### src/sv/i2cw_pkg.sv
// shared types and constants of the i2c master write engine
`default_nettype none

package i2cw_pkg;

    localparam int unsigned QUEUE_DEPTH = 2;
    localparam int unsigned HALF_W      = 16;
    localparam int unsigned PADDR_W     = 3;
    localparam int unsigned PDATA_W     = 32;

    localparam logic [HALF_W-1:0] HALF_RESET      = 16'd100;
    localparam logic [7:0]        ADDR_WRITE_MASK = 8'hFE;
    localparam logic              REG_HALF_PERIOD = 1'b0;

    typedef enum logic [2:0] {
        PH_IDLE      = 3'd0,
        PH_START     = 3'd1,
        PH_BIT_LOW   = 3'd2,
        PH_BIT_HIGH  = 3'd3,
        PH_ACK_LOW   = 3'd4,
        PH_ACK_HIGH  = 3'd5,
        PH_STOP_LOW  = 3'd6,
        PH_STOP_HIGH = 3'd7
    } phase_t;

    typedef enum logic [1:0] {
        ST_OK   = 2'd0,
        ST_BUSY = 2'd1,
        ST_NACK = 2'd2
    } status_t;

    typedef struct packed {
        logic       go;
        logic [6:0] target_addr;
        logic [7:0] byte_count;
        logic [7:0] data_byte;
        logic       scl_in;
        logic       sda_in;
    } in_item_t;

    typedef struct packed {
        logic       scl_out;
        logic       sda_out;
        logic       data_request;
        logic       busy_res;
        logic       done_res;
        logic [1:0] status;
    } out_item_t;

endpackage

`default_nettype wire

### src/sv/i2cw_front.sv
// input queue that decouples transaction acceptance from the bus sequencer
`default_nettype none

module i2cw_front #(
    parameter int unsigned DEPTH = i2cw_pkg::QUEUE_DEPTH
) (
    input  wire logic               clk,
    input  wire logic               rst_n,
    input  wire logic               in_valid,
    output logic                    in_stall,
    input  wire i2cw_pkg::in_item_t in_data,
    output logic                    item_valid,
    output i2cw_pkg::in_item_t      item_data,
    input  wire logic               item_take
);

    localparam int unsigned PTR_W = (DEPTH > 1) ? $clog2(DEPTH) : 1;
    localparam int unsigned CNT_W = $clog2(DEPTH + 1);

    i2cw_pkg::in_item_t q_reg [DEPTH];
    logic [PTR_W-1:0]   wr_ptr_reg, wr_ptr_next;
    logic [PTR_W-1:0]   rd_ptr_reg, rd_ptr_next;
    logic [CNT_W-1:0]   cnt_reg, cnt_next;
    logic               push, pop;

    assign in_stall   = (cnt_reg == CNT_W'(DEPTH));
    assign item_valid = (cnt_reg != '0);
    assign item_data  = q_reg[rd_ptr_reg];
    assign push       = in_valid && !in_stall;
    assign pop        = item_take && item_valid;

    always_comb
    begin
        wr_ptr_next = wr_ptr_reg;
        rd_ptr_next = rd_ptr_reg;
        cnt_next    = cnt_reg;
        if (push)
        begin
            wr_ptr_next = (wr_ptr_reg == PTR_W'(DEPTH - 1)) ? '0 : wr_ptr_reg + 1'b1;
        end
        if (pop)
        begin
            rd_ptr_next = (rd_ptr_reg == PTR_W'(DEPTH - 1)) ? '0 : rd_ptr_reg + 1'b1;
        end
        if (push && !pop)
        begin
            cnt_next = cnt_reg + 1'b1;
        end
        else if (pop && !push)
        begin
            cnt_next = cnt_reg - 1'b1;
        end
    end

    always_ff @(posedge clk or negedge rst_n)
    begin
        if (!rst_n)
        begin
            wr_ptr_reg <= '0;
            rd_ptr_reg <= '0;
            cnt_reg    <= '0;
        end
        else
        begin
            wr_ptr_reg <= wr_ptr_next;
            rd_ptr_reg <= rd_ptr_next;
            cnt_reg    <= cnt_next;
        end
    end

    always_ff @(posedge clk)
    begin
        if (push)
        begin
            q_reg[wr_ptr_reg] <= in_data;
        end
    end

endmodule

`default_nettype wire

### src/sv/i2cw_seq.sv
// bus sequencer: one tick per queued item, result held in an output register
`default_nettype none

module i2cw_seq (
    input  wire logic                        clk,
    input  wire logic                        rst_n,
    input  wire logic [i2cw_pkg::HALF_W-1:0] half_period,
    input  wire logic                        item_valid,
    input  wire i2cw_pkg::in_item_t          item_data,
    output logic                             item_take,
    output logic                             out_valid,
    input  wire logic                        out_stall,
    output i2cw_pkg::out_item_t              out_data
);

    localparam int unsigned HW = i2cw_pkg::HALF_W;

    i2cw_pkg::phase_t    phase_reg, phase_next;
    logic [HW-1:0]       tick_count_reg, tick_count_next;
    logic [2:0]          bit_index_reg, bit_index_next;
    logic [7:0]          shift_byte_reg, shift_byte_next;
    logic [8:0]          bytes_left_reg, bytes_left_next;
    i2cw_pkg::status_t   status_reg, status_next;
    logic                out_valid_reg;
    i2cw_pkg::out_item_t out_data_reg;
    i2cw_pkg::out_item_t result;

    logic          fire;
    logic [HW:0]   half_len, tick_inc;
    logic          count_end, high_end, sampling, cur_bit;
    logic          arb_lost, bus_free, start_ok;
    logic [8:0]    bytes_dec;
    logic          more;
    i2cw_pkg::status_t status_ack;

    assign fire      = item_valid && (!out_valid_reg || !out_stall);
    assign item_take = fire;
    assign out_valid = out_valid_reg;
    assign out_data  = out_data_reg;

    // shared tick conditions
    always_comb
    begin
        half_len   = (half_period == '0) ? (HW+1)'(1) : {1'b0, half_period};
        tick_inc   = {1'b0, tick_count_reg} + (HW+1)'(1);
        count_end  = (tick_inc >= half_len);
        high_end   = item_data.scl_in && count_end;
        sampling   = (tick_count_reg == '0) && item_data.scl_in;
        cur_bit    = shift_byte_reg[bit_index_reg];
        arb_lost   = sampling && (item_data.sda_in != cur_bit);
        bus_free   = item_data.scl_in && item_data.sda_in;
        start_ok   = item_data.go && bus_free;
        status_ack = (sampling && item_data.sda_in) ? i2cw_pkg::ST_NACK : status_reg;
        bytes_dec  = (bytes_left_reg != '0) ? bytes_left_reg - 9'd1 : '0;
        more       = (status_ack == i2cw_pkg::ST_OK) && (bytes_dec != '0);
    end

    // next phase
    always_comb
    begin
        phase_next = phase_reg;
        unique case (phase_reg)
            i2cw_pkg::PH_IDLE:
            begin
                if (start_ok)
                begin
                    phase_next = i2cw_pkg::PH_START;
                end
            end
            i2cw_pkg::PH_START:
            begin
                if (count_end)
                begin
                    phase_next = i2cw_pkg::PH_BIT_LOW;
                end
            end
            i2cw_pkg::PH_BIT_LOW:
            begin
                if (count_end)
                begin
                    phase_next = i2cw_pkg::PH_BIT_HIGH;
                end
            end
            i2cw_pkg::PH_BIT_HIGH:
            begin
                if (arb_lost)
                begin
                    phase_next = i2cw_pkg::PH_IDLE;
                end
                else if (high_end)
                begin
                    phase_next = (bit_index_reg == '0) ? i2cw_pkg::PH_ACK_LOW
                                                       : i2cw_pkg::PH_BIT_LOW;
                end
            end
            i2cw_pkg::PH_ACK_LOW:
            begin
                if (count_end)
                begin
                    phase_next = i2cw_pkg::PH_ACK_HIGH;
                end
            end
            i2cw_pkg::PH_ACK_HIGH:
            begin
                if (high_end)
                begin
                    phase_next = more ? i2cw_pkg::PH_BIT_LOW : i2cw_pkg::PH_STOP_LOW;
                end
            end
            i2cw_pkg::PH_STOP_LOW:
            begin
                if (count_end)
                begin
                    phase_next = i2cw_pkg::PH_STOP_HIGH;
                end
            end
            i2cw_pkg::PH_STOP_HIGH:
            begin
                if (high_end)
                begin
                    phase_next = i2cw_pkg::PH_IDLE;
                end
            end
            default:
            begin
                phase_next = i2cw_pkg::PH_IDLE;
            end
        endcase
    end

    // datapath state
    always_comb
    begin
        tick_count_next = tick_count_reg;
        bit_index_next  = bit_index_reg;
        shift_byte_next = shift_byte_reg;
        bytes_left_next = bytes_left_reg;
        status_next     = status_reg;
        unique case (phase_reg)
            i2cw_pkg::PH_IDLE:
            begin
                if (start_ok)
                begin
                    tick_count_next = '0;
                    bit_index_next  = 3'd7;
                    shift_byte_next = {item_data.target_addr, 1'b0}
                                      & i2cw_pkg::ADDR_WRITE_MASK;
                    bytes_left_next = {1'b0, item_data.byte_count} + 9'd1;
                    status_next     = i2cw_pkg::ST_OK;
                end
                else if (item_data.go)
                begin
                    status_next = i2cw_pkg::ST_BUSY;
                end
            end
            i2cw_pkg::PH_START, i2cw_pkg::PH_BIT_LOW,
            i2cw_pkg::PH_ACK_LOW, i2cw_pkg::PH_STOP_LOW:
            begin
                tick_count_next = count_end ? '0 : tick_inc[HW-1:0];
            end
            i2cw_pkg::PH_BIT_HIGH:
            begin
                if (arb_lost)
                begin
                    tick_count_next = '0;
                    status_next     = i2cw_pkg::ST_BUSY;
                end
                else if (item_data.scl_in)
                begin
                    tick_count_next = count_end ? '0 : tick_inc[HW-1:0];
                    if (count_end && (bit_index_reg != '0))
                    begin
                        bit_index_next = bit_index_reg - 3'd1;
                    end
                end
            end
            i2cw_pkg::PH_ACK_HIGH:
            begin
                status_next = status_ack;
                if (item_data.scl_in)
                begin
                    tick_count_next = count_end ? '0 : tick_inc[HW-1:0];
                end
                if (high_end)
                begin
                    bytes_left_next = bytes_dec;
                    if (more)
                    begin
                        shift_byte_next = item_data.data_byte;
                        bit_index_next  = 3'd7;
                    end
                end
            end
            i2cw_pkg::PH_STOP_HIGH:
            begin
                if (item_data.scl_in)
                begin
                    tick_count_next = count_end ? '0 : tick_inc[HW-1:0];
                end
            end
            default:
            begin
                tick_count_next = tick_count_reg;
            end
        endcase
    end

    // result of this tick
    always_comb
    begin
        result              = '0;
        result.scl_out      = 1'b1;
        result.sda_out      = 1'b1;
        result.busy_res     = 1'b1;
        result.status       = i2cw_pkg::ST_OK;
        unique case (phase_reg)
            i2cw_pkg::PH_IDLE:
            begin
                result.busy_res = 1'b0;
                if (item_data.go && !bus_free)
                begin
                    result.done_res = 1'b1;
                    result.status   = i2cw_pkg::ST_BUSY;
                end
            end
            i2cw_pkg::PH_START:
            begin
                result.sda_out = 1'b0;
            end
            i2cw_pkg::PH_BIT_LOW:
            begin
                result.scl_out = 1'b0;
                result.sda_out = cur_bit;
            end
            i2cw_pkg::PH_BIT_HIGH:
            begin
                result.sda_out = cur_bit;
                if (arb_lost)
                begin
                    result.done_res = 1'b1;
                    result.status   = i2cw_pkg::ST_BUSY;
                end
            end
            i2cw_pkg::PH_ACK_LOW:
            begin
                result.scl_out = 1'b0;
            end
            i2cw_pkg::PH_ACK_HIGH:
            begin
                result.data_request = high_end && more;
            end
            i2cw_pkg::PH_STOP_LOW:
            begin
                result.scl_out = 1'b0;
                result.sda_out = 1'b0;
            end
            i2cw_pkg::PH_STOP_HIGH:
            begin
                result.sda_out = 1'b0;
                if (high_end)
                begin
                    result.done_res = 1'b1;
                    result.status   = status_reg;
                end
            end
            default:
            begin
                result.busy_res = 1'b0;
            end
        endcase
    end

    always_ff @(posedge clk or negedge rst_n)
    begin
        if (!rst_n)
        begin
            phase_reg      <= i2cw_pkg::PH_IDLE;
            tick_count_reg <= '0;
            bit_index_reg  <= '0;
            shift_byte_reg <= '0;
            bytes_left_reg <= '0;
            status_reg     <= i2cw_pkg::ST_OK;
            out_valid_reg  <= 1'b0;
        end
        else
        begin
            if (fire)
            begin
                phase_reg      <= phase_next;
                tick_count_reg <= tick_count_next;
                bit_index_reg  <= bit_index_next;
                shift_byte_reg <= shift_byte_next;
                bytes_left_reg <= bytes_left_next;
                status_reg     <= status_next;
                out_valid_reg  <= 1'b1;
            end
            else if (!out_stall)
            begin
                out_valid_reg <= 1'b0;
            end
        end
    end

    always_ff @(posedge clk)
    begin
        if (fire)
        begin
            out_data_reg <= result;
        end
    end

endmodule

`default_nettype wire

### src/sv/i2c_master_write_engine.sv
// top level of the i2c master write engine: register port, input queue, sequencer
// path of a transaction: it is written into the input queue, and its result is then
// registered in the sequencer output register before it is offered
// throughput without stalls: one input transaction and one sequencer tick per cycle
// a stalled output holds its result while the input queue takes transactions until full
// reset: phase idle, counters and status cleared, queue empty, half period 100 ticks
`default_nettype none

module i2c_master_write_engine #(
    parameter int unsigned QUEUE_DEPTH = i2cw_pkg::QUEUE_DEPTH
) (
    input  wire logic                          clk,
    input  wire logic                          rst_n,
    // input transactions, one per bus tick
    input  wire logic                          in_valid,
    output logic                               in_stall,
    input  wire i2cw_pkg::in_item_t            in_data,
    // result transactions, one per bus tick
    output logic                               out_valid,
    input  wire logic                          out_stall,
    output i2cw_pkg::out_item_t                out_data,
    // register port
    input  wire logic                          psel,
    input  wire logic                          penable,
    input  wire logic                          pwrite,
    input  wire logic [i2cw_pkg::PADDR_W-1:0]  paddr,
    input  wire logic [i2cw_pkg::PDATA_W-1:0]  pwdata,
    output logic [i2cw_pkg::PDATA_W-1:0]       prdata,
    output logic                               pready
);

    localparam int unsigned HW = i2cw_pkg::HALF_W;

    // half period register, used by the sequencer from the next tick on
    logic [HW-1:0]      half_period_reg, half_period_next;
    logic               reg_sel;
    logic               cfg_write;

    // queue to sequencer
    logic               item_valid;
    i2cw_pkg::in_item_t item_data;
    logic               item_take;

    // word index from the upper address bit; only the first word holds a register
    assign reg_sel   = (paddr[2] == i2cw_pkg::REG_HALF_PERIOD);
    assign pready    = 1'b1;
    assign cfg_write = psel && penable && pwrite && pready && reg_sel;
    assign prdata    = reg_sel ? {{(i2cw_pkg::PDATA_W - HW){1'b0}}, half_period_reg} : '0;

    always_comb
    begin
        half_period_next = half_period_reg;
        if (cfg_write)
        begin
            half_period_next = pwdata[HW-1:0];
        end
    end

    always_ff @(posedge clk or negedge rst_n)
    begin
        if (!rst_n)
        begin
            half_period_reg <= i2cw_pkg::HALF_RESET;
        end
        else
        begin
            half_period_reg <= half_period_next;
        end
    end

    // front: takes input transactions into a short queue
    i2cw_front #(
        .DEPTH (QUEUE_DEPTH)
    ) u_front (
        .clk        (clk),
        .rst_n      (rst_n),
        .in_valid   (in_valid),
        .in_stall   (in_stall),
        .in_data    (in_data),
        .item_valid (item_valid),
        .item_data  (item_data),
        .item_take  (item_take)
    );

    // back: runs the bus phases and registers each tick's result
    i2cw_seq u_seq (
        .clk         (clk),
        .rst_n       (rst_n),
        .half_period (half_period_reg),
        .item_valid  (item_valid),
        .item_data   (item_data),
        .item_take   (item_take),
        .out_valid   (out_valid),
        .out_stall   (out_stall),
        .out_data    (out_data)
    );

endmodule

`default_nettype wire

### config.mk
export PLATFORM = sky130hd
export DESIGN_NAME = i2c_master_write_engine
export DESIGN_NICKNAME = d
export VERILOG_FILES = /design/src/sv/i2cw_pkg.sv /design/src/sv/i2cw_front.sv /design/src/sv/i2cw_seq.sv /design/src/sv/i2c_master_write_engine.sv
export SDC_FILE = /design/constraint.sdc
export NUM_CORES = 1
export LEC_CHECK = 0
export CAP_MARGIN = 10
export CORE_ASPECT_RATIO = 1.4
export CORE_MARGIN = 3
export CORE_UTILIZATION = 55
export CTS_CLUSTER_DIAMETER = 30
export DETAILED_ROUTE_END_ITERATION = 10
export DONT_BUFFER_PORTS = 1
export PLACE_DENSITY = 0.7
export SKIP_CTS_REPAIR_TIMING = 1
export SLEW_MARGIN = 20
export SYNTH_ARGS = -nofsm -noshare
export SYNTH_HDL_FRONTEND = slang
export SYNTH_SLANG_ARGS = --single-unit
### constraint.sdc
create_clock -name clk -period 3.9 [get_ports clk]
set_input_delay 0.39 -clock clk [delete_from_list [all_inputs] [get_ports clk]]
set_output_delay 0.39 -clock clk [all_outputs]
set_load 0.02 [all_outputs]
==> results.json <==
{
  "path_class": "reg2reg",
  "grt_pass1_wl_mm": 22.6,
  "ant_nets": 0,
  "yosys_warnings": 0,
  "synth.distinct_cells": 62,
  "die_area_um2": 13200,
  "slew_headroom_pct": 47.9,
  "worstMarginPinSlew_ps": 759,
  "final_common_cell": "edfxtp_1",
  "cts_root_buf": "clkbuf_16",
  "grt_pass1_vias": 4559,
  "finalMaxSlewViolations": 0,
  "hold_depth": 0,
  "initial_core_util_pct": 56.9,
  "setup_viol": 0,
  "outcome": "finished clean",
  "path_max_fanout": 8,
  "powerDensity_nw_per_um2": 767,
  "drt_first_iter_violations": 277,
  "rows": 46,
  "whs_ps": 70.5,
  "cp_data_arrival_time_ps": 3930,
  "io_pins": 110,
  "cts_num_sinks": 121,
  "max-cap-violations": 0,
  "wl_per_cell_um": 18.4,
  "gp_congestion": 0.919,
  "n_antenna_cell": 0,
  "grt_antenna_before_repair": 0,
  "hpwl_mm": 9.88,
  "overflow": 0,
  "start_kind": "flop",
  "rsz0062_at_grt": "false",
  "post-route-drc-count": 0,
  "nFillCells": 894,
  "hold_viol": 0,
  "io_buffers": 0,
  "track_usage_pct": 21.6,
  "synthCells": 588,
  "end_kind": "flop",
  "fp.dieH_um": 135,
  "min_path_type": "in2reg",
  "largest_reg_flops": 52,
  "vias": 4572,
  "synth_seq_cells": 121,
  "fmax_mhz": 275,
  "max-clock-path-buffers": 2,
  "final_nets": 683,
  "synth.avg_cell_area_um2": 11.1,
  "setup_tns_ps": 0,
  "synth_edf_count": 59,
  "r2r_slack_ps": 260,
  "pre_cts_ws_ps": 105,
  "leakage_nw": 3.00,
  "worst_clock_skew_ps": 11.5,
  "fin_crit_ps": 3640,
  "core_area_um2": 11500,
  "r2r-end": "u_seq.shift_byte_reg[4]",
  "die_width_um": 98.0,
  "worst_slack_ps": 264,
  "final_cell_mix": "59 x edfxtp_1, 58 x dfrtp_1, 44 x nor2_1",
  "grt_max_degree": 63,
  "cts_tree": "done",
  "first_pass_iters": 5,
  "syn_area_um2": 6520,
  "clk_pin_slew_ps": 60,
  "cts_buffers": 17,
  "cts_max_level": 4,
  "avgViaCountPerCell": 6.10,
  "synthArstFlopShare_pct": 51.2,
  "area_growth_syn_to_layout_pct": 10.7,
  "crit_required_ps": 4190,
  "peakVddDrop_uv": 445,
  "wirelength_mm": 13.8,
  "rr_startpoint": "u_seq.tick_count_reg[6]",
  "drive_gt1_share_pct": 14.9,
  "yosysSeqAreaShare_pct": 51.0,
  "synth_flop_cell": "edfxtp_1",
  "fin_crit_sh_pct": 93.2,
  "hold_end": "u_front.q_reg[1][10]",
  "r2r_cells": 12,
  "hold_start": "in_data[10]",
  "startpoint": "u_seq.tick_count_reg[6]",
  "clkLatencyLatePin_ps": 410,
  "total_power_mw": 5.53
}
==> how the worst max path moves through the flow <==
| stage | end | slack [ps] | depth (start not counted) |
|---|---|---|---|
| floorplan | u_seq.out_data[2] | 550 | 13 |
| global placement | u_seq.shift_byte_reg[6] | 180 | 12 |
| detailed placement | u_seq.shift_byte_reg[7] | 110 | 12 |
| CTS | u_seq.shift_byte_reg[4] | 10 | 12 |
| global route | u_seq.out_data[2] | 30 | 14 |
| finish | u_seq.shift_byte_reg[4] | 260 | 12 |
==> cells in the mapped netlist, drive strengths merged, types with 6 or more instances <==
| master | count | area [um2] |
|---|---|---|
| ha | 23 | 288 |
| nor3 | 10 | 50.1 |
| and3 | 11 | 68.8 |
| a21oi | 31 | 155 |
| nand3 | 15 | 75.1 |
| clkbuf | 19 | 73.8 |
| mux4 | 9 | 210 |
| inv | 34 | 128 |
| xnor2 | 18 | 158 |
| a21o | 6 | 45.0 |
| nand2 | 34 | 128 |
| a31oi | 9 | 56.3 |
| o211ai | 6 | 45.0 |
| o21ai | 30 | 150 |
| dfrtp | 59 | 1480 |
| edfxtp | 59 | 1770 |
| mux2 | 28 | 315 |
| nand4 | 10 | 62.6 |
| mux2i | 11 | 123 |
| buf | 21 | 151 |
| xor2 | 9 | 78.8 |
| nor2 | 46 | 173 |
| nor4 | 13 | 81.3 |
==> where the power goes <==
part / switching (mW) / internal [mW] / total [mW] / leakage, nW
sequential: 0.352 / 1.76 / 2.12 / 1.31
combinational: 1.12 / 0.805 / 1.92 / 1.42
clock: 0.606 / 0.889 / 1.49 / 0.268
==> layer usage <==
layer / routed length [um] / track usage [%] / part of all wire (%)
met5: 0 / 0 / 0
met4: 273 / 7.31 / 2.0
met3: 747 / 4.96 / 5.4
met2: 7380 / 38.1 / 54
met1: 5370 / 25.9 / 39
==> critical path, cell delays in order (launching register included) <==
cell and delay, ps:
dfrtp_1 470, and3_1 270, and4_1 330, nand4_1 240
xnor2_1 230, ha_1 320, o21a_1 140, a21oi_1 70
o21ai_0 210, a211o_1 320, a22oi_2 130, nor2_2 400
mux2_2 390
==> kinds of logic (layout without fill, tap and decap cells) <==
kind of cell    after synthesis  count (layout)  share of synthesized area [%]
compound gates              120             120                           12.0
buf+inv                      74              76                           5.41
simple gates                173             173                           13.5
xor+xnor                     27              27                           3.63
flops                       121             121                           51.0
mux                          48              48                           9.94
other cells                   2              17                          0.115
fa+ha+maj                    23              23                           4.41
==> per-stage QoR <==
step	cells	instance area (um2)	utilization [%]
finish	749	7220	63.0
global route	749	7220	63.0
CTS	747	7160	62.6
detailed placement	715	6600	57.6
global placement	715	6600	57.6
floorplan	603	6580	-
==> layout make-up <==
cell class / instances / area (um2) / share of cell area, %
Inverter: 34 / 128 / 1.77
Timing Repair Buffer: 10 / 101 / 1.40
Tap cell: 144 / 180 / 2.50
Clock inverter: 14 / 140 / 1.94
Clock buffer: 18 / 429 / 5.95
Sequential cell: 121 / 3330 / 46.1
Multi-Input combinational cell: 408 / 2910 / 40.3
No activity file was read; power rests on OpenSTA's default activity.
